==> config.mk <==
export PLATFORM = sky130hd
export DESIGN_NAME = banked_register_file_mode_switch_flat
export DESIGN_NICKNAME = d
export VERILOG_FILES = /design/src/brf_pkg.sv /design/src/brf_in_if.sv /design/src/brf_out_if.sv /design/src/banked_register_file_mode_switch.sv /design/src/brf_ctrl.sv /design/src/brf_dp.sv /design/src/flat_wrapper.sv
export VERILOG_INCLUDE_DIRS = /design/src /design/src/src
export SDC_FILE = /design/constraint.sdc
export NUM_CORES = 2
export LEC_CHECK = 0
export ABC_CLOCK_PERIOD_IN_PS = 9800
export BUFFER_PORTS_ARGS = -buffer_cell sky130_fd_sc_hd__buf_4
export CORE_ASPECT_RATIO = 0.7
export CORE_MARGIN = 2
export CORE_UTILIZATION = 45
export CTS_CLUSTER_SIZE = 25
export DETAILED_ROUTE_END_ITERATION = 12
export PLACE_DENSITY = 0.59
export SLEW_MARGIN = 20
export SYNTH_ARGS = -nofsm -noshare
export SYNTH_HDL_FRONTEND = slang
export SYNTH_SLANG_ARGS = --single-unit
export TNS_END_PERCENT = 20
==> constraint.sdc <==
create_clock -name clk -period 9.8 [get_ports clk]
set_clock_uncertainty 0.1 [all_clocks]
set_input_delay 0.49 -clock clk [delete_from_list [all_inputs] [get_ports clk]]
set_output_delay 0.49 -clock clk [all_outputs]
set_load 0.05 [all_outputs]
==> src/banked_register_file_mode_switch_defines.svh <==
// ----------------------------------------------------------------------------
// Banked register file - assertion macros
// Shared property wrappers; clocked on clk, disabled while rst_n is low.
// ----------------------------------------------------------------------------
`ifndef BANKED_REGISTER_FILE_MODE_SWITCH_DEFINES_SVH
`define BANKED_REGISTER_FILE_MODE_SWITCH_DEFINES_SVH

// same-cycle implication
`define BRF_ASSERT_IMP(lbl, ante, cons) \
  lbl: assert property (@(posedge clk) disable iff (!rst_n) (ante) |-> (cons)) \
    else $error("brf assertion failed");

// next-cycle implication
`define BRF_ASSERT_NXT(lbl, ante, cons) \
  lbl: assert property (@(posedge clk) disable iff (!rst_n) (ante) |=> (cons)) \
    else $error("brf assertion failed");

`endif

==> src/brf_pkg.sv <==
// ----------------------------------------------------------------------------
// brf_pkg
// Types, constants and helpers of the banked register file.
// ----------------------------------------------------------------------------
package brf_pkg;

  localparam int CMD_W  = 3;
  localparam int IDX_W  = 4;
  localparam int DATA_W = 32;
  localparam int MODE_W = 5;
  localparam int NREGS  = 16;
  localparam int NFIQ   = 7;
  localparam int NSMALL = 4;
  localparam int T_IDX  = 5;
  localparam int I_IDX  = 7;

  localparam logic [MODE_W-1:0] MODE_FIQ = 5'h11;
  localparam logic [MODE_W-1:0] MODE_IRQ = 5'h12;
  localparam logic [MODE_W-1:0] MODE_SVC = 5'h13;
  localparam logic [MODE_W-1:0] MODE_ABT = 5'h17;
  localparam logic [MODE_W-1:0] MODE_UND = 5'h1B;

  localparam logic [DATA_W-1:0] STATUS_RESET = 32'h0000_00D3;
  localparam logic [7:0]        IRQ_BYTE     = 8'hD2;
  localparam logic [DATA_W-1:0] HIGH_VEC     = 32'hFFFF_0000;
  localparam logic [DATA_W-1:0] IRQ_VEC      = 32'h0000_0018;

  typedef enum logic [CMD_W-1:0] {
    CMD_READ   = 3'd0,
    CMD_WRITE  = 3'd1,
    CMD_STATUS = 3'd2,
    CMD_SAVED  = 3'd3,
    CMD_JUMP   = 3'd4,
    CMD_IRQ    = 3'd5
  } cmd_t;

  typedef enum logic [2:0] {
    S_IDLE,
    S_EXEC,
    S_SWAP_OLD,
    S_SWAP_NEW,
    S_FINISH,
    S_DONE
  } state_t;

  typedef enum logic [2:0] {
    OP_NONE,
    OP_LOAD,
    OP_EXEC,
    OP_SWAP_OLD,
    OP_SWAP_NEW,
    OP_FINISH,
    OP_PUBLISH
  } dp_op_t;

  typedef struct packed {
    dp_op_t op;
  } dp_cmd_t;

  typedef struct packed {
    logic mode_chg;
  } dp_stat_t;

  typedef struct packed {
    logic [CMD_W-1:0]  command;
    logic [IDX_W-1:0]  reg_index;
    logic [DATA_W-1:0] data;
    logic              restore_flag;
  } item_t;

  typedef struct packed {
    logic [DATA_W-1:0] read_data;
    logic [DATA_W-1:0] status_out;
    logic              fetch_valid;
    logic [DATA_W-1:0] fetch_address;
    logic              fetch_halfword;
    logic              irq_taken;
    logic              bad_mode;
  } result_t;

  function automatic logic is_small(input logic [MODE_W-1:0] m);
    return (m == MODE_IRQ) || (m == MODE_SVC) || (m == MODE_ABT) || (m == MODE_UND);
  endfunction

  function automatic logic [1:0] small_slot(input logic [MODE_W-1:0] m);
    logic [1:0] s;
    case (m)
      MODE_IRQ: s = 2'd0;
      MODE_SVC: s = 2'd1;
      MODE_ABT: s = 2'd2;
      MODE_UND: s = 2'd3;
      default:  s = 2'd0;
    endcase
    return s;
  endfunction

endpackage

==> src/brf_in_if.sv <==
// ----------------------------------------------------------------------------
// brf_in_if
// Command channel: valid/ready handshake with one command word.
// ----------------------------------------------------------------------------
interface brf_in_if;
  logic                       valid;
  logic                       ready;
  logic [brf_pkg::CMD_W-1:0]  command;
  logic [brf_pkg::IDX_W-1:0]  reg_index;
  logic [brf_pkg::DATA_W-1:0] data;
  logic                       restore_flag;

  modport source (output valid, command, reg_index, data, restore_flag, input ready);
  modport sink   (input valid, command, reg_index, data, restore_flag, output ready);
endinterface

==> src/brf_out_if.sv <==
// ----------------------------------------------------------------------------
// brf_out_if
// Result channel: valid/ready handshake with one result word.
// ----------------------------------------------------------------------------
interface brf_out_if;
  logic                       valid;
  logic                       ready;
  logic [brf_pkg::DATA_W-1:0] read_data;
  logic [brf_pkg::DATA_W-1:0] status_out;
  logic                       fetch_valid;
  logic [brf_pkg::DATA_W-1:0] fetch_address;
  logic                       fetch_halfword;
  logic                       irq_taken;
  logic                       bad_mode;

  modport source (output valid, read_data, status_out, fetch_valid, fetch_address,
                  fetch_halfword, irq_taken, bad_mode, input ready);
  modport sink   (input valid, read_data, status_out, fetch_valid, fetch_address,
                  fetch_halfword, irq_taken, bad_mode, output ready);
endinterface

==> src/banked_register_file_mode_switch.sv <==
// Sequence per command word: accept and load, execute, then, when the mode field changes,
// bank swap (the old bank swaps out, then the new one swaps in), fetch update and publish.
// Publish waits while the last result is still held; a new command word is accepted only in idle.
// The result register lets a new word be accepted while the last result waits.
// Reset (synchronous, rst_n low): registers and banks zero, R15 = 0xFFFF0004,
// status 0xD3 (supervisor), vectors high.
// ----------------------------------------------------------------------------
// banked_register_file_mode_switch
// Mode-banked register file with status switching, jumps and irq entry.
// ----------------------------------------------------------------------------
`include "banked_register_file_mode_switch_defines.svh"

module banked_register_file_mode_switch (
  input  logic      clk,
  input  logic      rst_n,
  brf_in_if.sink    in_if,
  brf_out_if.source out_if,
  input  logic      cfg_we,
  input  logic      cfg_wdata
);
  import brf_pkg::*;

  dp_cmd_t  dp_cmd;
  dp_stat_t dp_stat;
  item_t    item;
  result_t  res;

  assign item.command      = in_if.command;
  assign item.reg_index    = in_if.reg_index;
  assign item.data         = in_if.data;
  assign item.restore_flag = in_if.restore_flag;

  brf_ctrl u_ctrl (
    .clk       (clk),
    .rst_n     (rst_n),
    .in_valid  (in_if.valid),
    .in_ready  (in_if.ready),
    .out_valid (out_if.valid),
    .out_ready (out_if.ready),
    .stat      (dp_stat),
    .dp_cmd    (dp_cmd)
  );

  brf_dp u_dp (
    .clk       (clk),
    .rst_n     (rst_n),
    .dp_cmd    (dp_cmd),
    .stat      (dp_stat),
    .item      (item),
    .cfg_we    (cfg_we),
    .cfg_wdata (cfg_wdata),
    .res       (res)
  );

  assign out_if.read_data      = res.read_data;
  assign out_if.status_out     = res.status_out;
  assign out_if.fetch_valid    = res.fetch_valid;
  assign out_if.fetch_address  = res.fetch_address;
  assign out_if.fetch_halfword = res.fetch_halfword;
  assign out_if.irq_taken      = res.irq_taken;
  assign out_if.bad_mode       = res.bad_mode;

  `BRF_ASSERT_NXT(a_busy_after_accept, in_if.valid && in_if.ready, !in_if.ready)
  `BRF_ASSERT_IMP(a_irq_entry, out_if.valid && out_if.irq_taken,
                  out_if.fetch_valid && (out_if.status_out[7:0] == IRQ_BYTE))
  `BRF_ASSERT_IMP(a_thumb_fetch, out_if.valid && out_if.fetch_halfword,
                  out_if.fetch_valid && out_if.status_out[T_IDX])
  `BRF_ASSERT_IMP(a_no_fetch_addr, out_if.valid && !out_if.fetch_valid,
                  (out_if.fetch_address == '0) && !out_if.fetch_halfword)

endmodule

==> src/brf_ctrl.sv <==
// ----------------------------------------------------------------------------
// brf_ctrl
// Sequencer: load, execute, bank swap out/in, fetch update, publish.
// ----------------------------------------------------------------------------
module brf_ctrl (
  input  logic               clk,
  input  logic               rst_n,
  input  logic               in_valid,
  output logic               in_ready,
  output logic               out_valid,
  input  logic               out_ready,
  input  brf_pkg::dp_stat_t  stat,
  output brf_pkg::dp_cmd_t   dp_cmd
);
  import brf_pkg::*;

  state_t state_r, state_nxt;
  logic   out_valid_r, out_valid_nxt;

  always_ff @(posedge clk) begin
    if (!rst_n) begin
      state_r     <= S_IDLE;
      out_valid_r <= 1'b0;
    end else begin
      state_r     <= state_nxt;
      out_valid_r <= out_valid_nxt;
    end
  end

  always_comb begin
    state_nxt     = state_r;
    out_valid_nxt = out_valid_r && !out_ready;
    dp_cmd.op     = OP_NONE;
    in_ready      = 1'b0;
    case (state_r)
      S_IDLE: begin
        in_ready = 1'b1;
        if (in_valid) begin
          dp_cmd.op = OP_LOAD;
          state_nxt = S_EXEC;
        end
      end
      S_EXEC: begin
        dp_cmd.op = OP_EXEC;
        state_nxt = S_SWAP_OLD;
      end
      S_SWAP_OLD: begin
        if (stat.mode_chg) begin
          dp_cmd.op = OP_SWAP_OLD;
          state_nxt = S_SWAP_NEW;
        end else begin
          state_nxt = S_FINISH;
        end
      end
      S_SWAP_NEW: begin
        dp_cmd.op = OP_SWAP_NEW;
        state_nxt = S_FINISH;
      end
      S_FINISH: begin
        dp_cmd.op = OP_FINISH;
        state_nxt = S_DONE;
      end
      S_DONE: begin
        if (!out_valid_r || out_ready) begin
          dp_cmd.op     = OP_PUBLISH;
          out_valid_nxt = 1'b1;
          state_nxt     = S_IDLE;
        end
      end
      default: state_nxt = S_IDLE;
    endcase
  end

  assign out_valid = out_valid_r;

endmodule

==> src/brf_dp.sv <==
// ----------------------------------------------------------------------------
// brf_dp
// Register file, mode banks, status word and result register.
// ----------------------------------------------------------------------------
module brf_dp (
  input  logic              clk,
  input  logic              rst_n,
  input  brf_pkg::dp_cmd_t  dp_cmd,
  output brf_pkg::dp_stat_t stat,
  input  brf_pkg::item_t    item,
  input  logic              cfg_we,
  input  logic              cfg_wdata,
  output brf_pkg::result_t  res
);
  import brf_pkg::*;

  logic [DATA_W-1:0] regs_r [NREGS];
  logic [DATA_W-1:0] fiq_r [NFIQ];
  logic [DATA_W-1:0] fiq_spsr_r;
  logic [DATA_W-1:0] ob13_r [NSMALL];
  logic [DATA_W-1:0] ob14_r [NSMALL];
  logic [DATA_W-1:0] obsp_r [NSMALL];
  logic [DATA_W-1:0] status_r;
  logic              core_sel_r;

  cmd_t              cmd_r;
  logic [IDX_W-1:0]  idx_r;
  logic [DATA_W-1:0] data_r;
  logic              restore_r;
  logic [DATA_W-1:0] oldw_r;

  logic [DATA_W-1:0] rd_r, fa_r;
  logic              fv_r, fh_r, taken_r, bad_r;
  result_t           res_r;

  logic [MODE_W-1:0] cur_mode, swap_mode;
  logic              sv_fiq, sv_small, has_saved;
  logic [1:0]        sv_slot, sw_slot;
  logic [DATA_W-1:0] saved_val, vbase, jt, j_addr, j_pc;
  logic              j_thumb, do_fetch;

  always_comb begin
    cur_mode  = status_r[MODE_W-1:0];
    sv_fiq    = (cur_mode == MODE_FIQ);
    sv_small  = is_small(cur_mode);
    sv_slot   = small_slot(cur_mode);
    has_saved = sv_fiq || sv_small;
    saved_val = sv_fiq ? fiq_spsr_r : obsp_r[sv_slot];
    swap_mode = (dp_cmd.op == OP_SWAP_OLD) ? oldw_r[MODE_W-1:0] : cur_mode;
    sw_slot   = small_slot(swap_mode);
    vbase     = core_sel_r ? '0 : HIGH_VEC;
    if (cmd_r == CMD_JUMP) begin
      jt = restore_r ? {data_r[DATA_W-1:1], status_r[T_IDX]} : data_r;
    end else begin
      jt = vbase + IRQ_VEC;
    end
    j_thumb  = jt[0];
    j_addr   = j_thumb ? {jt[DATA_W-1:1], 1'b0} : {jt[DATA_W-1:2], 2'b00};
    j_pc     = j_addr + (j_thumb ? 32'd2 : 32'd4);
    do_fetch = (cmd_r == CMD_JUMP) || ((cmd_r == CMD_IRQ) && taken_r);
  end

  assign stat.mode_chg = (oldw_r[MODE_W-1:0] != status_r[MODE_W-1:0]);

  always_ff @(posedge clk) begin
    if (!rst_n) begin
      for (int i = 0; i < NREGS-1; i++) regs_r[i] <= '0;
      regs_r[NREGS-1] <= HIGH_VEC + 32'd4;
      for (int i = 0; i < NFIQ; i++) fiq_r[i] <= '0;
      for (int i = 0; i < NSMALL; i++) begin
        ob13_r[i] <= '0;
        ob14_r[i] <= '0;
        obsp_r[i] <= '0;
      end
      fiq_spsr_r <= '0;
      status_r   <= STATUS_RESET;
      core_sel_r <= 1'b0;
    end else begin
      if (cfg_we) begin
        core_sel_r <= cfg_wdata;
      end
      case (dp_cmd.op)
        OP_EXEC: begin
          case (cmd_r)
            CMD_WRITE:  regs_r[idx_r] <= data_r;
            CMD_STATUS: status_r <= data_r;
            CMD_SAVED: begin
              if (sv_fiq) begin
                fiq_spsr_r <= data_r;
              end else if (sv_small) begin
                obsp_r[sv_slot] <= data_r;
              end
            end
            CMD_JUMP: begin
              if (restore_r && has_saved) begin
                status_r <= saved_val;
              end
            end
            CMD_IRQ: begin
              if (!status_r[I_IDX]) begin
                status_r  <= {status_r[DATA_W-1:8], IRQ_BYTE};
                obsp_r[0] <= status_r;
              end
            end
            default: ;
          endcase
        end
        OP_SWAP_OLD, OP_SWAP_NEW: begin
          if (swap_mode == MODE_FIQ) begin
            for (int i = 0; i < NFIQ; i++) begin
              regs_r[8+i] <= fiq_r[i];
              fiq_r[i]    <= regs_r[8+i];
            end
          end else if (is_small(swap_mode)) begin
            regs_r[13]      <= ob13_r[sw_slot];
            regs_r[14]      <= ob14_r[sw_slot];
            ob13_r[sw_slot] <= regs_r[13];
            ob14_r[sw_slot] <= regs_r[14];
          end
        end
        OP_FINISH: begin
          if (do_fetch) begin
            if (cmd_r == CMD_IRQ) begin
              regs_r[14] <= regs_r[15] + (oldw_r[T_IDX] ? 32'd2 : 32'd0);
            end
            regs_r[15]      <= j_pc;
            status_r[T_IDX] <= j_thumb;
          end
        end
        default: ;
      endcase
    end
  end

  // per-word scratch and result register
  always_ff @(posedge clk) begin
    case (dp_cmd.op)
      OP_LOAD: begin
        cmd_r     <= cmd_t'(item.command);
        idx_r     <= item.reg_index;
        data_r    <= item.data;
        restore_r <= item.restore_flag;
        oldw_r    <= status_r;
        rd_r      <= '0;
        fa_r      <= '0;
        fv_r      <= 1'b0;
        fh_r      <= 1'b0;
        taken_r   <= 1'b0;
        bad_r     <= 1'b0;
      end
      OP_EXEC: begin
        if (cmd_r == CMD_READ) begin
          rd_r <= regs_r[idx_r];
        end
        if ((cmd_r == CMD_JUMP) && restore_r && !has_saved) begin
          bad_r <= 1'b1;
        end
        if ((cmd_r == CMD_IRQ) && !status_r[I_IDX]) begin
          taken_r <= 1'b1;
        end
      end
      OP_FINISH: begin
        if (do_fetch) begin
          fv_r <= 1'b1;
          fa_r <= j_addr;
          fh_r <= j_thumb;
        end
      end
      OP_PUBLISH: begin
        res_r.read_data      <= rd_r;
        res_r.status_out     <= status_r;
        res_r.fetch_valid    <= fv_r;
        res_r.fetch_address  <= fa_r;
        res_r.fetch_halfword <= fh_r;
        res_r.irq_taken      <= taken_r;
        res_r.bad_mode       <= bad_r;
      end
      default: ;
    endcase
  end

  assign res = res_r;

endmodule
==> src/flat_wrapper.sv <==
// flat-port wrapper written by rule: the top's interface ports become plain ports
module banked_register_file_mode_switch_flat import brf_pkg::*;
  (clk, rst_n, cfg_we, cfg_wdata, in_if_valid, in_if_command, in_if_reg_index, in_if_data, in_if_restore_flag, in_if_ready, out_if_valid, out_if_read_data, out_if_status_out, out_if_fetch_valid, out_if_fetch_address, out_if_fetch_halfword, out_if_irq_taken, out_if_bad_mode, out_if_ready);
  brf_in_if in_if_i ();
  brf_out_if out_if_i ();
  input  logic clk;
  input  logic rst_n;
  input  logic cfg_we;
  input  logic cfg_wdata;
  input wire logic [$bits(in_if_i.valid)-1:0] in_if_valid;
  input wire logic [$bits(in_if_i.command)-1:0] in_if_command;
  input wire logic [$bits(in_if_i.reg_index)-1:0] in_if_reg_index;
  input wire logic [$bits(in_if_i.data)-1:0] in_if_data;
  input wire logic [$bits(in_if_i.restore_flag)-1:0] in_if_restore_flag;
  output wire logic [$bits(in_if_i.ready)-1:0] in_if_ready;
  output wire logic [$bits(out_if_i.valid)-1:0] out_if_valid;
  output wire logic [$bits(out_if_i.read_data)-1:0] out_if_read_data;
  output wire logic [$bits(out_if_i.status_out)-1:0] out_if_status_out;
  output wire logic [$bits(out_if_i.fetch_valid)-1:0] out_if_fetch_valid;
  output wire logic [$bits(out_if_i.fetch_address)-1:0] out_if_fetch_address;
  output wire logic [$bits(out_if_i.fetch_halfword)-1:0] out_if_fetch_halfword;
  output wire logic [$bits(out_if_i.irq_taken)-1:0] out_if_irq_taken;
  output wire logic [$bits(out_if_i.bad_mode)-1:0] out_if_bad_mode;
  input wire logic [$bits(out_if_i.ready)-1:0] out_if_ready;
  assign in_if_i.valid = in_if_valid;
  assign in_if_i.command = in_if_command;
  assign in_if_i.reg_index = in_if_reg_index;
  assign in_if_i.data = in_if_data;
  assign in_if_i.restore_flag = in_if_restore_flag;
  assign in_if_ready = in_if_i.ready;
  assign out_if_valid = out_if_i.valid;
  assign out_if_read_data = out_if_i.read_data;
  assign out_if_status_out = out_if_i.status_out;
  assign out_if_fetch_valid = out_if_i.fetch_valid;
  assign out_if_fetch_address = out_if_i.fetch_address;
  assign out_if_fetch_halfword = out_if_i.fetch_halfword;
  assign out_if_irq_taken = out_if_i.irq_taken;
  assign out_if_bad_mode = out_if_i.bad_mode;
  assign out_if_i.ready = out_if_ready;
  banked_register_file_mode_switch u_core (.clk(clk), .rst_n(rst_n), .in_if(in_if_i), .out_if(out_if_i), .cfg_we(cfg_we), .cfg_wdata(cfg_wdata));
endmodule
Yosys cells after proc, flatten, opt, wreduce, memory -nomap -nowiden
Memories as Yosys holds them, arrays and structs flattened. A register that Yosys moved wholly into a read port is not among the register bits. Cells that the tools add are included.

Register bits after elaboration: 283. Bits in writable memories: 1120. Input port bits: 46. Output and inout bits: 102. Logic and storage cells: 236. Memories: 5.

Memories: u_core.u_dp.regs_r (words 16, width 32, rd ports 9, clocked after Yosys merged registers in 1, wr ports 16, RTL line brf_dp.sv:17) `logic [DATA_W-1:0] regs_r [NREGS];`; u_core.u_dp.fiq_r (words 7, width 32, rd ports 7, clocked after Yosys merged registers in 0, wr ports 7, RTL line brf_dp.sv:18) `logic [DATA_W-1:0] fiq_r [NFIQ];`; u_core.u_dp.ob13_r (words 4, width 32, rd ports 1, clocked after Yosys merged registers in 0, wr ports 4, RTL line brf_dp.sv:20) `logic [DATA_W-1:0] ob13_r [NSMALL];`; u_core.u_dp.ob14_r (words 4, width 32, rd ports 1, clocked after Yosys merged registers in 0, wr ports 4, RTL line brf_dp.sv:21) `logic [DATA_W-1:0] ob14_r [NSMALL];`; u_core.u_dp.obsp_r (words 4, width 32, rd ports 1, clocked after Yosys merged registers in 0, wr ports 4, RTL line brf_dp.sv:22) `logic [DATA_W-1:0] obsp_r [NSMALL];`.

$add $sub $neg: 3. Equal/unequal tests: 38. Multiplexer cells: 103. Bitwise gates (word level): 20. Reduce and logical (&&, ||, !) cells: 41.

Operators with widths (number): 32-bit two-way mux (29); 32-bit case mux with 2 select lines (2); 32-bit OR reduction (4); 32-bit case mux with 3 select lines (1); 5-bit equality test (second input constant) (10); 1-bit two-way mux (47); 3-bit case mux with 6 select lines (2); 32-bit by 2-bit adder with 32-bit output (1); 32-bit by 3-bit adder with 32-bit output (1); 32-bit by 5-bit adder with 32-bit output (second input constant) (1); 3-bit equality test (second input constant) (7); 1-bit bitwise OR (19); 3-bit by 2-bit equality test with 1-bit output (second input constant) (6); 3-bit two-way mux (5); 2-bit inequality test (second input constant) (7); 2-bit two-way mux (6); 2-bit case mux with 3 select lines (2); 1-bit case mux with 2 select lines (5); 2-bit AND reduction (5); 3-bit by 1-bit equality test with 1-bit output (second input constant) (3); 1-bit logical OR (9); 4-bit two-way mux (2); 4-bit AND reduction (2); 2-bit nonzero test (4); 14 further kinds (25).

Depth between registers and ports, before layout
Depth in word-level cells: 17. Mapped depth: 11. Depth with buffers taken out: 10.

Hierarchy
Synthesis repeated with hierarchy kept, for this count alone.

Cell total of the unflattened synthesis: 4638. Area total of the unflattened synthesis: 62447.4 µm².

By module, submodules not included: brf_dp (instances 1, cells an instance 4605, area each 62182.1 µm², sequential area each 41059.4 µm²); brf_ctrl (instances 1, cells an instance 33, area each 265.3 µm², sequential area each 80.1 µm²).

Worst setup path before layout
OpenSTA, ideal clock, no wires.

Path type: register to register. From: register u_core.u_ctrl.state_r[1]. To: memory u_core.u_dp.ob13_r[3][0] (enable). Library setup time: 0.574 ns. Data arrival time: 6.346 ns. Required time: 9.126 ns. Slack: 2.779 ns. Cell stages (with the launch flop): 9. Path buffers: 4. Clock period less this slack: 7.021 ns. Cell sequence: dfxtp_1 > buf_2 > nor3b_4 > mux2i_1 > clkbuf_1 > buf_2 > buf_2 > nand2_1 > o21ai_0.

RTL lines: start, declared (RTL line brf_ctrl.sv:17) `state_t state_r, state_nxt;`; start signal, assigned (RTL line brf_ctrl.sv:25) `state_r <= state_nxt;`; end, declared (RTL line brf_dp.sv:20).

==> reports/metrics.cfg <==
[drt]
dr_total_vias = 40252
finalWirelength_um = 199300
drc = 0
via_per_inst = 6.143
detail-route-antenna-nets = 0
drt_iter0_drc = 6230
wl_per_cell_um = 30.41
drtPass1Iterations = 6

[synth]
synth.yosys.warnings = 0
synth_cells = 4552
netlist_area_um2 = 62030
syn_nets = 4602
ys_async_sr_fraction_pct = 0
synth_edf_count = 1300
ys.flop_type = edfxtp_1
synth.avg_cell_area_um2 = 13.63
yosysSeqAreaShare_pct = 66.32
yosysUniqueCellTypes = 82
synth_seq_cells = 1405

[finish]
drive_above_1_share_pct = 14.91
layout_commonest_cell = edfxtp_1
syn_to_final_growth_pct = 12.58
final_nets = 4654
final_cell_mix = edfxtp_1, and2_1, nand2_1, buf_4, o21ai_0
layoutNonFillerInstCount = 6553

[global_routing]
grt_pass1_wl_um = 281600
grt_max_degree = 225
grt_pass1_vias = 37248
antenna_found_initial = 22
overflow = 0
grtUsageTotal_pct = 28.16

[sta]
drv_slew = 0
setup_viol = 0
max_freq_mhz = 183.6
tightest_slew_ns = 1.115
hold_viol_final = 0
rsz0062_at_grt = no
finalCritPeriodShare_pct = 55.59
slew_headroom_pct = 25.64
setup_tns_ns = 0
hold_ws_ns = 0.09243
post-route-min-period_ns = 5.448

[floorplanning]
num_rows = 113
die_w_um = 447.8
start_util_pct = 45.51
design.portCount = 148
core-area_um2 = 136300
die_area_um2 = 140900
die_h_um = 314.6

[clock_tree]
cts_tree = built
h-tree-depth = 4
clkTransAtPathRegs_ns = 0.06
root_buffer = clkbuf_16
numCtsBuffers = 140
cts_sinks = 1405
clock_path_buffers = 3
clk_latency_ns = 0.80
cts-resized-gates = 0

[place]
globalplace.congestion = 0.9026
dp_hpwl_um = 120300
io_buffers = 146
place_inst = 6259

[setup_path]
startpoint_type = flop
reg2regPathDepth = 8
path_max_fanout = 141
end_kind = flop
worstPathRequired_ns = 10.11
critPathKind = flop to flop
cp.arrival_ns = 5.76

[power_and_ir_drop]
vdd_drop_max_mv = 0.1315
power_density_nw_per_um2 = 208.6
p_total_w = 0.01457
power_leakage_nw = 24.87

[min_path]
holdPathStages = 3
min_path_type = input port to flop

[run]
timing.max_cap.violations = 0

[run_status]
status = complete, no violations

==> power breakdown <==
group          switching (W)  internal, W  total, W
Combinational        0.00140     0.000638   0.00204
Sequential          0.000320      0.00693   0.00725
Clock                0.00234      0.00294   0.00528
==> Yosys cell counts (6+ instances only) <==
master    number  area, µm²
and4_1         8      70.07
o31ai_1       11      82.58
mux2i_1      123       1231
o22a_1         7      61.31
a221o_1       37      370.4
a222oi_1       8      80.08
a221oi_1      27      236.5
a211oi_1      85      638.1
o21ai_0      225       1126
nand2_1      355       1333
buf_4          8      60.06
nor2b_1       36      225.2
xnor2_1       17      148.9
nor4_1        28      175.2
o22ai_1       30      187.7
mux4_2       160       3603
nand4_1       24      150.1
a22oi_1       61      457.9
nor3b_1        6      45.04
a22o_1        70      613.1
a21oi_1      125      625.6
clkbuf_1     272       1021
and3_1       155      969.7
nor3_1        64      320.3
buf_2         94      470.5
a211o_1       18      157.7
dfxtp_1      105       2102
nor2_1       207      777.0
nand3_1       38      190.2
mux2_2        10      112.6
o221ai_1       6      52.55
buf_1         29      108.9
edfxtp_1    1300      39040
xor2_1        21      183.9
nand2b_1      22      137.6
and2_1       566       3541
o211ai_1      10      75.07
a31oi_1       12      75.07
or3_1         10      62.56
inv_1         67      251.5
o21a_1        18      135.1
==> state kept, by name, indices dropped and copies added (netlist names), 3 cells and up, named ones only <==
register	flops
u_core.u_dp.rd_r	32
u_core.u_dp.oldw_r	6
u_core.u_dp.fiq_spsr_r	32
u_core.u_dp.regs_r	512
u_core.u_dp.ob13_r	128
u_core.u_ctrl.state_r	3
u_core.u_dp.idx_r	4
u_core.u_dp.ob14_r	128
u_core.u_dp.data_r	32
u_core.u_dp.status_r	32
u_core.u_dp.obsp_r	128
u_core.u_dp.res	99
u_core.u_dp.cmd_r	3
u_core.u_dp.fa_r	31
u_core.u_dp.fiq_r	224
==> logic make-up (layout without fill, tap and decap cells) <==
family          count (synthesis)  count (layout)  synth area share [%]
buf+inv                       473             629                 3.100
xor+xnor                       38              38                0.5366
simple gates                 1556            1556                 13.48
other cells                     1               6              0.006046
fa+ha+maj                       4               4               0.09280
mux                           293             293                 7.976
flops                        1405            1405                 66.32
compound gates                782             782                 8.484
==> routing by layer <==
metal	GRT usage (%)	wire length, µm	vias up
met3	9.322	27650	259
met2	37.08	80270	2459
met4	8.119	5325	4
li1	-	-	17171
met5	0	28	-
met1	43.74	86030	20359
==> repair_timing <==
| item | in CTS | in global routing |
|---|---|---|
| hold buffers | 43 | 0 |
| setup buffers | 0 | 0 |
| endpoints found under the hold margin | 46 | 0 |
| setup endpoints to repair | 0 | 0 |
==> area by class of cell <==
class | count | area [µm²]
inverter | 70 | 276.5
fill | 11488 | 66470
multi-input combinational | 2674 | 19270
clock buffer | 181 | 3792
timing repair buffer | 313 | 2486
antenna | 5 | 12.51
tap | 1840 | 2302
sequential | 1405 | 41150
clock inverter | 65 | 544.3
==> worst paths after layout <==
check,start,to,slack [ns]
worst max register to register,u_core.u_ctrl.state_r[1],u_core.u_dp.fiq_r[3][8],4.35
worst min register to register,u_core.u_dp.rd_r[7],u_core.u_dp.res[75],0.31
worst max-delay path,u_core.u_ctrl.state_r[1],u_core.u_dp.fiq_r[3][8],4.35
worst min-delay path,out_if_ready,u_core.u_ctrl.out_valid,0.09
==> per-stage QoR <==
step                      setup WS [ns]  util, %  area [µm²]
after CTS                         4.260    51.22       69810
after global routing              4.139    51.23       69820
final                             4.352    51.23       69830
after global placement            4.288    47.72       65040
after detailed placement          4.277    47.72       65040
after floorplan                   2.779        -       62030
==> worst max-delay path, stage by stage, from the launching register on <==
cell      delay [ns]
dfxtp_1         0.50
nor3b_4         0.57
mux2i_1         0.92
nand2_1         0.26
nor3_2          0.17
buf_4           0.62
nor2_1          0.26
clkinv_8        0.54
buf_4           0.76
No activity file was read; power rests on OpenSTA's default activity.
